$ cat config.mk
export PLATFORM = sky130hd
export DESIGN_NAME = timed_setpoint_profile_sequencer
export DESIGN_NICKNAME = d
export VERILOG_FILES = /design/src/hdl/tsps_pkg.sv /design/src/hdl/tsps_table.sv /design/src/hdl/timed_setpoint_profile_sequencer.sv
export SDC_FILE = /design/constraint.sdc
export NUM_CORES = 2
export LEC_CHECK = 0
export BUFFER_PORTS_ARGS = -buffer_cell sky130_fd_sc_hd__buf_2
export CAP_MARGIN = 25
export CORE_AREA = 2 2 324 326
export CTS_BUF_LIST = sky130_fd_sc_hd__clkbuf_8
export DETAILED_ROUTE_END_ITERATION = 7
export DIE_AREA = 0 0 326 328
export GPL_TIMING_DRIVEN = 0
export PLACE_DENSITY = 0.67
export SYNTH_ARGS = -nofsm -noshare
export SYNTH_HDL_FRONTEND = slang
export SYNTH_SLANG_ARGS = --single-unit
$ cat constraint.sdc
create_clock -name clk -period 11.3 [get_ports clk]
set_input_delay 2.26 -clock clk [delete_from_list [all_inputs] [get_ports clk]]
set_output_delay 2.26 -clock clk [all_outputs]
set_load 0.02 [all_outputs]
$ cat src/hdl/tsps_pkg.sv
// Shared types and codes for the timed setpoint profile sequencer.
package tsps_pkg;

  typedef enum logic [2:0] {
    FN_LOAD   = 3'd0,
    FN_START  = 3'd1,
    FN_PAUSE  = 3'd2,
    FN_RESUME = 3'd3,
    FN_STOP   = 3'd4,
    FN_TICK   = 3'd5
  } func_t;

  typedef logic [1:0] status_t;
  localparam status_t ST_DONE    = 2'd0;
  localparam status_t ST_IGNORED = 2'd1;
  localparam status_t ST_REJECT  = 2'd2;
  localparam status_t ST_BLOCKED = 2'd3;

  typedef logic [1:0] pid_cmd_t;
  localparam pid_cmd_t PID_NONE  = 2'd0;
  localparam pid_cmd_t PID_START = 2'd1;
  localparam pid_cmd_t PID_STOP  = 2'd2;

  typedef logic [1:0] abort_t;
  localparam abort_t ABORT_NONE     = 2'd0;
  localparam abort_t ABORT_PANIC    = 2'd1;
  localparam abort_t ABORT_FAILSAFE = 2'd2;

  // Register index of profile_length on the configuration port.
  localparam logic REG_PROFILE_LENGTH = 1'b0;

  // Table write request from the sequencer core.
  typedef struct packed {
    logic        we;
    logic [3:0]  addr;
    logic [31:0] step_time;
    logic [15:0] step_target;
  } tbl_wr_t;

endpackage

$ cat src/hdl/tsps_table.sv
// Step table: start time and target per step, one read address per field.
module tsps_table
  import tsps_pkg::*;
#(
  parameter int DEPTH = 16
) (
  input  logic        clk,
  input  tbl_wr_t     wr,
  input  logic [8:0]  time_addr,
  input  logic [8:0]  tgt_addr,
  output logic [31:0] time_rd,
  output logic [15:0] tgt_rd
);

  localparam int IW = $clog2(DEPTH);
  localparam logic [8:0] DEPTH_W = 9'(DEPTH);

  logic [31:0] time_tbl [DEPTH];
  logic [15:0] tgt_tbl  [DEPTH];
  logic [8:0]  wr_wide;

  assign wr_wide = {5'd0, wr.addr};

  always_ff @(posedge clk) begin
    if (wr.we && (wr_wide < DEPTH_W)) begin
      time_tbl[wr_wide[IW-1:0]] <= wr.step_time;
      tgt_tbl[wr_wide[IW-1:0]]  <= wr.step_target;
    end
  end

  // Entries past the table end read as zero.
  assign time_rd = (time_addr < DEPTH_W) ? time_tbl[time_addr[IW-1:0]] : 32'd0;
  assign tgt_rd  = (tgt_addr < DEPTH_W) ? tgt_tbl[tgt_addr[IW-1:0]] : 16'd0;

endmodule

$ cat src/hdl/timed_setpoint_profile_sequencer.sv
// Top level of the timed setpoint profile sequencer.
//
//   Channel   Direction  Handshake                 Carries
//   in_*      input      in_valid / in_stall       one event per transfer
//   out_*     output     out_valid / out_stall     one result per event
//   cfg APB   input      psel penable pwrite       profile_length at byte 0
//
// Every event is decoded in the cycle it is accepted and its result is held in
// the output register on the next cycle, so one event per cycle is sustained.
// The limit is the single compare and subtract path from the event to the
// output register. A stalled result holds the input side only while the output
// register is full and not taken. Reset (rst_n low, synchronous) clears the run
// state and profile_length; the step table holds garbage until loaded.
module timed_setpoint_profile_sequencer
  import tsps_pkg::*;
#(
  parameter int MAX_PROFILE_STEPS = 16
) (
  input  logic        clk,
  input  logic        rst_n,
  // Event channel.
  input  logic        in_valid,
  output logic        in_stall,
  input  logic [2:0]  in_func,
  input  logic [31:0] in_now_ms,
  input  logic        in_panic,
  input  logic        in_failsafe,
  input  logic [3:0]  in_step_index,
  input  logic [31:0] in_step_time,
  input  logic signed [15:0] in_step_target,
  // Result channel.
  output logic        out_valid,
  input  logic        out_stall,
  output logic [1:0]  out_status,
  output logic        out_run_active,
  output logic        out_run_paused,
  output logic [3:0]  out_step_now,
  output logic        out_set_target,
  output logic signed [15:0] out_target_temp,
  output logic [1:0]  out_pid_cmd,
  output logic        out_outputs_off,
  output logic [1:0]  out_abort_cause,
  output logic [31:0] out_remaining_ms,
  // Configuration port.
  input  logic        psel,
  input  logic        penable,
  input  logic        pwrite,
  input  logic [2:0]  paddr,
  input  logic [31:0] pwdata,
  output logic [31:0] prdata,
  output logic        pready
);

  // Only the first sixteen table entries can be addressed by a load, so the
  // table never needs to be deeper than that.
  localparam int TBL_DEPTH = (MAX_PROFILE_STEPS < 16) ? MAX_PROFILE_STEPS : 16;
  localparam logic [8:0] MAX_W = 9'(MAX_PROFILE_STEPS);

  // Run state.
  logic        running_r, running_nxt;
  logic        held_r, held_nxt;
  logic [3:0]  step_r, step_nxt;
  logic [31:0] start_r, start_nxt;
  logic [31:0] pause_r, pause_nxt;
  logic [31:0] ptot_r, ptot_nxt;
  logic [4:0]  len_r;
  // Cached table values: time of the last step in use, time of the step after
  // the current one, and the current step's target. They keep the table down
  // to one read address per field.
  logic [31:0] last_time_r, last_time_nxt;
  logic [31:0] next_time_r, next_time_nxt;
  logic [15:0] cur_tgt_r, cur_tgt_nxt;

  // Result register.
  logic        o_valid_r;
  status_t     o_status_r, status_nxt;
  logic        o_set_r, set_nxt;
  logic [15:0] o_tgt_r, tgt_nxt;
  pid_cmd_t    o_pid_r, pid_nxt;
  logic        o_off_r, off_nxt;
  abort_t      o_cause_r, cause_nxt;
  logic [31:0] o_rem_r, rem_nxt;

  logic        acc;
  logic        cfg_wr;
  logic        safety;
  logic [4:0]  len_wr;
  logic [4:0]  step_p1;
  logic [31:0] el_now;
  logic [31:0] el_after;
  logic [15:0] issued;
  logic [8:0]  time_addr;
  logic [8:0]  tgt_addr;
  logic [31:0] time_rd;
  logic [15:0] tgt_rd;
  tbl_wr_t     tbl_wr;

  assign acc      = in_valid && !in_stall;
  assign in_stall = o_valid_r && out_stall;
  assign safety   = in_panic || in_failsafe;
  assign step_p1  = {1'b0, step_r} + 5'd1;
  assign el_now   = in_now_ms - start_r - ptot_r;

  // APB: always ready, one register at byte address zero. An out of range
  // length clears the profile.
  assign pready = 1'b1;
  assign cfg_wr = psel && penable && pwrite && pready && (paddr[2] == REG_PROFILE_LENGTH);
  assign len_wr = ({4'd0, pwdata[4:0]} > MAX_W) ? 5'd0 : pwdata[4:0];
  assign prdata = (paddr[2] == REG_PROFILE_LENGTH) ? {27'd0, len_r} : 32'd0;

  // Table read addresses. The user must not write the configuration with an
  // event (unchecked); a write borrows the time port for the new last step time.
  always_comb begin
    if (cfg_wr) begin
      time_addr = {4'd0, len_wr - 5'd1};
    end else if (func_t'(in_func) == FN_START) begin
      time_addr = 9'd1;
    end else begin
      time_addr = {4'd0, step_p1} + 9'd1;
    end
    tgt_addr = (func_t'(in_func) == FN_START) ? 9'd0 : {4'd0, step_p1};
  end

  tsps_table #(
    .DEPTH(TBL_DEPTH)
  ) u_table (
    .clk      (clk),
    .wr       (tbl_wr),
    .time_addr(time_addr),
    .tgt_addr (tgt_addr),
    .time_rd  (time_rd),
    .tgt_rd   (tgt_rd)
  );

  // Event decode.
  always_comb begin
    running_nxt   = running_r;
    held_nxt      = held_r;
    step_nxt      = step_r;
    start_nxt     = start_r;
    pause_nxt     = pause_r;
    ptot_nxt      = ptot_r;
    last_time_nxt = last_time_r;
    next_time_nxt = next_time_r;
    cur_tgt_nxt   = cur_tgt_r;
    status_nxt    = ST_DONE;
    set_nxt       = 1'b0;
    issued        = 16'd0;
    pid_nxt       = PID_NONE;
    off_nxt       = 1'b0;
    cause_nxt     = ABORT_NONE;
    tbl_wr.we          = 1'b0;
    tbl_wr.addr        = in_step_index;
    tbl_wr.step_time   = in_step_time;
    tbl_wr.step_target = in_step_target;

    case (func_t'(in_func))
      FN_LOAD: begin
        if (running_r || held_r) begin
          status_nxt = ST_REJECT;
        end else if ({5'd0, in_step_index} >= MAX_W) begin
          status_nxt = ST_IGNORED;
        end else begin
          tbl_wr.we = acc;
          if ((len_r != 5'd0) && ({1'b0, in_step_index} == len_r - 5'd1)) begin
            last_time_nxt = in_step_time;
          end
        end
      end
      FN_START: begin
        if (len_r == 5'd0) begin
          status_nxt = ST_REJECT;
        end else if (safety) begin
          status_nxt = ST_BLOCKED;
        end else begin
          running_nxt   = 1'b1;
          held_nxt      = 1'b0;
          step_nxt      = 4'd0;
          start_nxt     = in_now_ms;
          ptot_nxt      = 32'd0;
          set_nxt       = 1'b1;
          issued        = tgt_rd;
          cur_tgt_nxt   = tgt_rd;
          next_time_nxt = time_rd;
          pid_nxt       = PID_START;
        end
      end
      FN_PAUSE: begin
        if (!running_r || held_r) begin
          status_nxt = ST_IGNORED;
        end else begin
          held_nxt  = 1'b1;
          pause_nxt = in_now_ms;
          pid_nxt   = PID_STOP;
        end
      end
      FN_RESUME: begin
        if (!held_r) begin
          status_nxt = ST_IGNORED;
        end else if (safety) begin
          status_nxt = ST_BLOCKED;
        end else begin
          held_nxt = 1'b0;
          ptot_nxt = ptot_r + (in_now_ms - pause_r);
          pid_nxt  = PID_START;
        end
      end
      FN_STOP: begin
        running_nxt = 1'b0;
        held_nxt    = 1'b0;
        step_nxt    = 4'd0;
        pid_nxt     = PID_STOP;
      end
      FN_TICK: begin
        if (safety) begin
          // Abort is reported only when a run was actually in progress.
          if (running_r || held_r) begin
            off_nxt   = 1'b1;
            cause_nxt = in_panic ? ABORT_PANIC : ABORT_FAILSAFE;
          end
          running_nxt = 1'b0;
          held_nxt    = 1'b0;
          step_nxt    = 4'd0;
        end else if (!running_r || held_r) begin
          status_nxt = ST_IGNORED;
        end else if (len_r == 5'd0) begin
          running_nxt = 1'b0;
          step_nxt    = 4'd0;
          pid_nxt     = PID_STOP;
        end else begin
          if ((step_p1 < len_r) && (el_now >= next_time_r)) begin
            step_nxt      = step_p1[3:0];
            set_nxt       = 1'b1;
            issued        = tgt_rd;
            cur_tgt_nxt   = tgt_rd;
            next_time_nxt = time_rd;
          end
          if (el_now > last_time_r) begin
            running_nxt = 1'b0;
            held_nxt    = 1'b0;
            step_nxt    = 4'd0;
            pid_nxt     = PID_STOP;
          end
        end
      end
      default: begin
        status_nxt = ST_IGNORED;
      end
    endcase

    if (set_nxt) begin
      tgt_nxt = issued;
    end else if (running_nxt && ({1'b0, step_nxt} < len_r)) begin
      tgt_nxt = cur_tgt_nxt;
    end else begin
      tgt_nxt = 16'd0;
    end

    // Remaining time is measured with the state left by this event.
    el_after = in_now_ms - start_nxt - ptot_nxt;
    if (running_nxt && (len_r != 5'd0) && (el_after < last_time_r)) begin
      rem_nxt = last_time_r - el_after;
    end else begin
      rem_nxt = 32'd0;
    end
  end

  always_ff @(posedge clk) begin
    if (!rst_n) begin
      running_r   <= 1'b0;
      held_r      <= 1'b0;
      step_r      <= 4'd0;
      start_r     <= 32'd0;
      pause_r     <= 32'd0;
      ptot_r      <= 32'd0;
      len_r       <= 5'd0;
      last_time_r <= 32'd0;
      o_valid_r   <= 1'b0;
    end else begin
      if (cfg_wr) begin
        len_r       <= len_wr;
        last_time_r <= time_rd;
      end else if (acc) begin
        running_r   <= running_nxt;
        held_r      <= held_nxt;
        step_r      <= step_nxt;
        start_r     <= start_nxt;
        pause_r     <= pause_nxt;
        ptot_r      <= ptot_nxt;
        last_time_r <= last_time_nxt;
      end
      if (acc) begin
        o_valid_r <= 1'b1;
      end else if (!out_stall) begin
        o_valid_r <= 1'b0;
      end
    end
  end

  // Payload and cached table values need no reset.
  always_ff @(posedge clk) begin
    if (acc) begin
      next_time_r <= next_time_nxt;
      cur_tgt_r   <= cur_tgt_nxt;
      o_status_r  <= status_nxt;
      o_set_r     <= set_nxt;
      o_tgt_r     <= tgt_nxt;
      o_pid_r     <= pid_nxt;
      o_off_r     <= off_nxt;
      o_cause_r   <= cause_nxt;
      o_rem_r     <= rem_nxt;
    end
  end

  assign out_valid       = o_valid_r;
  assign out_status      = o_status_r;
  assign out_run_active  = running_r;
  assign out_run_paused  = held_r;
  assign out_step_now    = step_r;
  assign out_set_target  = o_set_r;
  assign out_target_temp = o_tgt_r;
  assign out_pid_cmd     = o_pid_r;
  assign out_outputs_off = o_off_r;
  assign out_abort_cause = o_cause_r;
  assign out_remaining_ms = o_rem_r;

`ifndef SYNTHESIS
  // A paused run is always a run.
  a_held_running: assert property (@(posedge clk) disable iff (!rst_n)
    held_r |-> running_r)
    else $error("paused without an active run");

  // A new target never goes into a paused run, and the run stays active
  // unless the same tick that entered the last step also finished it.
  a_set_active: assert property (@(posedge clk) disable iff (!rst_n)
    (o_valid_r && o_set_r) |-> (!held_r && (running_r || (o_pid_r == PID_STOP))))
    else $error("target issued outside an active run");

  // The outputs are forced off exactly when an abort cause is reported.
  a_off_cause: assert property (@(posedge clk) disable iff (!rst_n)
    o_valid_r |-> (o_off_r == (o_cause_r != ABORT_NONE)))
    else $error("outputs_off and abort_cause disagree");

  // An abort always leaves the block idle at step zero.
  a_abort_idle: assert property (@(posedge clk) disable iff (!rst_n)
    (o_valid_r && o_off_r) |-> (!running_r && (step_r == 4'd0)))
    else $error("run survived an abort");
`endif

endmodule

After elaboration in Yosys (flattened, before gate mapping) --
Memories as Yosys holds them, arrays and structs flattened. Index checks and enable logic that the tools add are counted. W data, S select, Z words.
Storage, ports and cells: RAM bits 768, bits of input ports 131, memories kept 2, bits in registers 244, word-level logic and storage cells 191
Cells by class: bitwise logic cells 3, order comparisons 9, add/subtract/negate cells 11, eq/ne operators 18, reduce and logical (&&, ||, !) cells 31, multiplexer cells 99
Memories:
- u_table.time_tbl | words 16, width 32, rd ports 1, clocked after Yosys merged registers in 0, write ports 1, line tsps_table.sv:18 | logic [31:0] time_tbl [DEPTH];
- u_table.tgt_tbl | words 16, width 16, rd ports 1, clocked after Yosys merged registers in 0, write ports 1, line tsps_table.sv:19 | logic [15:0] tgt_tbl [DEPTH];
Operator list (number):
- $mux W32 | 19
- $mux W16 | 15
- $sub A32 B32 Y32 | 6
- $pmux W32 S2 | 2
- $pmux W16 S2 | 2
- $add A32 B32 Y32 | 1
- $ge A32 B32 Y1 | 1
- $gt A32 B32 Y1 | 1
- $lt A32 B32 Y1 | 1
- $mux W1 | 32
- $mux W4 | 7
- $mux W2 | 11
- $ne A2 B2 Y1 const B | 8
- $mux W5 | 3
- $pmux W2 S6 | 1
- $pmux W4 S3 | 1
- $logic_and A1 B1 Y1 | 11
- $pmux W2 S5 | 1
- $reduce_bool A5 Y1 | 2
- $sub A5 B1 Y5 const B | 2
- $lt A9 B5 Y1 const B | 1
- $mux W9 | 1
- $ne A3 B3 Y1 const B | 3
- $reduce_and A9 Y1 | 1
- other kinds (26) | 38

Logic depth before layout (Yosys ltp) --
word-level depth 14, depth in mapped cells 39

By module --
Synthesis repeated with hierarchy kept, for this count alone.
Second synthesis, totals: cell total of the unflattened synthesis 3710, area total of the unflattened synthesis 50258.2 µm²
Modules (own cells, without submodules):
- tsps_table | times used 1, cells each 1283, area each 29194.2 µm²
- timed_setpoint_profile_sequencer | times used 1, cells each 2427, area each 21064.0 µm²

Least setup slack after synthesis --
Ideal clock, no wire load.
path type input -> register, start point input in_now_ms[1], end point register o_rem_r[23] (netlist: out_remaining_ms[23]) (data pin), cell stages on the path 37, slack 2.045 ns, library setup time 0.266 ns, arrival 8.989 ns, cells stage by stage inv_1 > fa_1 > inv_1 > fa_1 > a211oi_1 > o21bai_1 > nand3_1 > a31o_2 > a21bo_1 > a21boi_1 > o31a_1 > and4b_1 > nor3_1 > o21ai_0 > fa_1 > inv_1 > ha_1 > a211oi_1 > nor2_1 > o41ai_1 > o41ai_2 > a31oi_1 > o21bai_1 > a21oi_1 > xor2_1 > ha_1 > a21oi_1 > inv_1 > a21o_1 > a21oi_1 > nor2b_1 > o21ai_0 > a21oi_1 > nor2_1 > a21o_1 > clkbuf_1 > nor2_1
On the way: elaborated cells between the ends (all ways) 22, those cells by class 7 x add/sub; 2 x order compare; 11 x mux; 2 x reduce/logical
RTL lines:
- start, declared | line timed_setpoint_profile_sequencer.sv:25 | input logic [31:0] in_now_ms,
- $sub A32 B32 Y32 * | line timed_setpoint_profile_sequencer.sv:204 | ptot_nxt = ptot_r + (in_now_ms - pause_r);
- $add A32 B32 Y32 * | line timed_setpoint_profile_sequencer.sv:204
- $mux W32 * | line timed_setpoint_profile_sequencer.sv:200 | end else if (safety) begin
- $mux W32 * | line timed_setpoint_profile_sequencer.sv:198 | if (!held_r) begin
- $pmux W32 S2 * | line timed_setpoint_profile_sequencer.sv:157 | case (func_t'(in_func))
- named net ptot_nxt[16] | line timed_setpoint_profile_sequencer.sv:65 | logic [31:0] ptot_r, ptot_nxt;
- $sub A32 B32 Y32 * | line timed_setpoint_profile_sequencer.sv:260 | el_after = in_now_ms - start_nxt - ptot_nxt;
- $lt A32 B32 Y1 | line timed_setpoint_profile_sequencer.sv:261 | if (running_nxt && (len_r != 5'd0) && (el_after < last_time_r)) begin
- $logic_and A1 B1 Y1 | line timed_setpoint_profile_sequencer.sv:261
- end signal, assigned | line timed_setpoint_profile_sequencer.sv:311 | o_rem_r <= rem_nxt;
- end, declared | line timed_setpoint_profile_sequencer.sv:82 | logic [31:0] o_rem_r, rem_nxt;
The timed path passes the listed nets; every way through them passes the cells marked *. A chain may end at the register's enable or synchronous reset.

Worst setup path after layout --
start point input in_func[2], end point register o_rem_r[26] (netlist: out_remaining_ms[26]) (data pin)
On the way: elaborated cells between the ends (all ways) 13, those cells by class 3 x add/sub; 1 x order compare; 4 x eq/ne; 3 x mux; 2 x reduce/logical
RTL lines:
- start, declared | line timed_setpoint_profile_sequencer.sv:24 | input logic [2:0] in_func,
- $eq A3 B2 Y1 / $eq A3 B1 Y1 (equally long branches) | line timed_setpoint_profile_sequencer.sv:157
- $pmux W32 S2 * | line timed_setpoint_profile_sequencer.sv:157
- named net ptot_nxt[5] | line timed_setpoint_profile_sequencer.sv:65
- $sub A32 B32 Y32 * | line timed_setpoint_profile_sequencer.sv:260
- $lt A32 B32 Y1 | line timed_setpoint_profile_sequencer.sv:261
- $logic_and A1 B1 Y1 | line timed_setpoint_profile_sequencer.sv:261
Marks and branches as above.

==> flow_summary_export.csv <==
group,metric,value,unit
timing,final_hold_viol_count,0,
timing,layout_setup_ws,0.8304,ns
logic_synthesis,synth_compound_area_share,14.72,%
critical_path,slowest_delay,0.64,ns
detailed_routing,drtIter0Drc,4172,
cts,cts.clk_slew.worst_paths,0.06,ns
global_route,grt_util_all_layers,27.66,%
placement,gp_congestion,0.9539,
detailed_routing,drc,0,
power_and_ir_drop,leakagePower,22.07,nW
global_route,grt_antenna_before_repair,5,
critical_path,worstPathRequired,11.84,ns
detailed_routing,routed_wl,149300,um
detailed_routing,firstDrtPassIters,6,
global_route,grt_max_degree,60,
die,io_pins,228,
power_and_ir_drop,pwr-share-seq,48.9,%
logic_synthesis,netlist.area_leader.share,51.01,%
timing,finClkSkew,0.03543,ns
die,rows,118,
detailed_routing,post_drt_wl_per_cell,22.99,um
timing,rsz0062_at_grt,"false",
logic_synthesis,synth_xor_xnor_area_share,2.199,%
layout,synthToLayoutAreaGrowth,13.09,%
layout,drive_gt1_share,10.96,%
logic_synthesis,syn_inst,4577,
logic_synthesis,ys_types,99,
die,die_w,326,um
timing,hold_ws,0.4554,ns
timing,period_needed,10.47,ns
critical_path,reg2reg_depth,32,
logic_synthesis,ys_warn_count,0,
placement,portBuffers,168,
timing,max_freq,95.51,MHz
hold_path,holdPathEnd,"ptot_r[3]",
critical_path,critPathKind,"in2reg",
cts,clockBufferDepth,3,
die,coreArea,103200,um2
timing,fin_tns_setup,0,ns
layout,nFillCells,8724,
critical_path,crit_slowest_cell,"clkbuf_1",
detailed_routing,vias,37670,
cts,htree_levels,4,
logic_synthesis,synth.area.mux_share,1.041,%
power_and_ir_drop,ir_drop,0.09417,mV
die,initial_core_util,49.74,%
global_route,overflow,0,
logic_synthesis,synth-edff-count,872,
logic_synthesis,synthAdderAreaFrac,8.688,%
logic_synthesis,synth_top_cell_by_area,"edfxtp_1",
hold_path,worstHoldStart,"ptot_r[3]",
critical_path,reg2reg_to,"out_remaining_ms[26]",
power_and_ir_drop,power.switching,2.278,mW
logic_synthesis,ys_async_sr_fraction,0,%
logic_synthesis,seq_area_frac_synth,56.47,%
placement,place_ws,-0.04465,ns
die,die_h,328,um
cts,clockRootBuffer,"clkbuf_8",
power_and_ir_drop,combPwrFrac,14.2,%
timing,tightest_slew,1.077,ns
power_and_ir_drop,swShare,27.21,%
power_and_ir_drop,power_density,144.2,nW/um2
logic_synthesis,synth_top_family_by_area,"compound AO/OA/AOI/OAI gates",
cts,clock_latency,0.85,ns
placement,dp_hpwl,111400,um
layout,nets,5414,
timing,maxSlewHeadroom,28.22,%
hold_path,hold_class,"reg2reg",
hold_path,hold_depth,2,
power_and_ir_drop,clockPowerShare,36.9,%
detailed_routing,vias_per_cell,5.800,
timing,post-route-period-util,92.65,%
critical_path,path_common_cell,"a21o_1",
cts,cts_sinks,1012,
global_route,grt_pass1_vias,36430,
cts,cts.repair.resized,0,
critical_path,crit_path_start_kind,"input port",
placement,dp_cells,6195,
logic_synthesis,synth-seq-cells,1012,
cts,cts_tree,"yes",
timing,setup_viol,0,
logic_synthesis,synth_area,51330,um2
logic_synthesis,avgSynthCellArea,11.21,um2
critical_path,r2r_slack,1.59,ns
run,cap_violations,0,
power_and_ir_drop,p_total,8.372,mW
critical_path,worst-path-max-fanout,10,
logic_synthesis,synth_area_leaders,"edfxtp_1 51%, nand2_1 5.6%, dfxtp_1 5.5%",
power_and_ir_drop,p_int,6.094,mW
critical_path,crit_arrival,11.01,ns
cts,cts_hold_buffers,0,
run_status,status,"finished, final reports clean",
cts,cts_buffers,166,
global_route,grt_pass1_wl,223000,um
logic_synthesis,ys.flop_type,"edfxtp_1",
layout,stdcell_count,6495,
timing,final_max_slew_viol_count,0,
die,die-area,106900,um2
critical_path,timing.rr.start,"len_r[0]",
logic_synthesis,synth_simple_gate_area_share,12.06,%
detailed_routing,postRouteAntennaNets,0,
critical_path,worst_setup_path_end_kind,"flop",
cts,post_cts_buffers,0,
==> routing by layer <==
layer  part of all wire, %  track usage, %  vias to the layer above  wire length [um]
met4                   4.0           11.81                        0              6024
met1                    42           37.47                    18250             62140
met2                    46           44.34                     1672             69430
met5                     0               0                        -                 0
met3                   7.9           4.493                      292             11750
li1                      -               -                    17450                 -
==> power groups by stage <==
stage | clock (mW) | sequential, mW | combinational [mW]
after global placement | 0 | 4.18 | 1.14
after detailed placement | 0 | 4.17 | 1.16
after CTS | 3.13 | 4.10 | 1.17
after global routing | 3.29 | 4.10 | 1.31
after floorplan | 0 | 4.19 | 0.779
final | 3.09 | 4.10 | 1.19
==> kinds of logic (layout without fill, tap and decap cells) <==
group,count (synthesis),count (layout)
buf+inv,604,1109
other cells,2,35
fa+ha+maj,300,300
flops,1012,1012
mux,52,52
compound gates,1066,1066
simple gates,1413,1413
xor+xnor,128,128
==> registers in the layout (all words and copies together) (netlist names), 4 cells and up <==
signal	count
u_table.time_tbl	512
u_table.tgt_tbl	256
last_time_r	32
next_time_r	32
out_remaining_ms	32
pause_r	32
ptot_r	32
start_r	32
cur_tgt_r	16
out_target_temp	16
len_r	5
out_step_now	4
==> layout by cell type (no fill, tap or decap), types with 77 or more instances in the layout <==
cell,n
ha_1,206
buf_2,206
edfxtp_1,872
a21oi_1,247
clkbuf_8,178
nand2_1,765
inv_1,374
dfxtp_1,140
a211oi_1,141
a21o_1,101
fa_1,94
xnor2_1,77
nand3_1,157
clkbuf_1,173
o21ai_0,116
nor2_1,213
==> worst max path at each step <==
stage / from / endpoint / slack, ns / depth (start not counted)
2_1_floorplan: in_now_ms[1] / out_remaining_ms[23] / 2.04 / 37
3_3_place_gp: in_func[1] / u_table.time_tbl[4][3] / 0.09 / 7
3_5_place_dp: in_func[2] / out_remaining_ms[26] / -0.04 / 30
4_1_cts: in_func[2] / out_remaining_ms[26] / 0.88 / 30
5_1_grt: in_func[0] / out_remaining_ms[28] / 0.34 / 31
6_report: in_func[2] / out_remaining_ms[26] / 0.83 / 31
==> final cells by class <==
type	instances	area, um2	area share (%)
Clock inverter	115	704.4	1.214
Inverter	328	1234	2.125
Buffer	276	1234	2.125
Multi-Input combinational cell	2987	20100	34.63
Sequential cell	1012	28990	49.94
Timing Repair Buffer	212	1594	2.746
Antenna cell	7	17.52	0.03018
Tap cell	1380	1727	2.975
Clock buffer	178	2450	4.220
==> critical path: cells and delay by family <==
kind / cells / cell delay [ns]
compound gates: 14 / 2.97
buf+inv: 7 / 2.83
simple gates: 6 / 1.41
fa+ha+maj: 3 / 1.28
xor+xnor: 1 / 0.22
==> Yosys cell counts, types with 18 or more instances <==
master and instances:
buf_2 38, and2_0 33, a22o_1 21, and3_1 18, buf_1 26, inv_1 323, a21o_1 101, xnor2_1 77
clkbuf_1 173, nand4_1 28, o22ai_1 20, and2_1 39, a311o_1 33, fa_1 94, edfxtp_1 872, nand3_1 157
mux2i_1 50, o311a_1 33, a311oi_1 57, nand2_1 765, dfxtp_1 140, nor2_1 226, a31oi_1 30, a221oi_1 40
a21oi_1 247, or3_1 18, a211oi_1 141, nor2b_1 18, xor2_1 50, nor3_1 38, nand2b_1 28, buf_4 38
o21ai_0 116, ha_1 206, o21a_1 23, o211a_1 35, o211ai_1 44
==> through the flow <==
| step | instance area [um2] | util (%) |
|---|---|---|
| CTS | 58030 | 56.23 |
| global placement | 53990 | 52.32 |
| detailed placement | 54880 | 53.17 |
| global route | 58040 | 56.24 |
| finish | 58050 | 56.25 |
| floorplan | 51430 | - |
No activity file was read; power rests on OpenSTA's default activity.
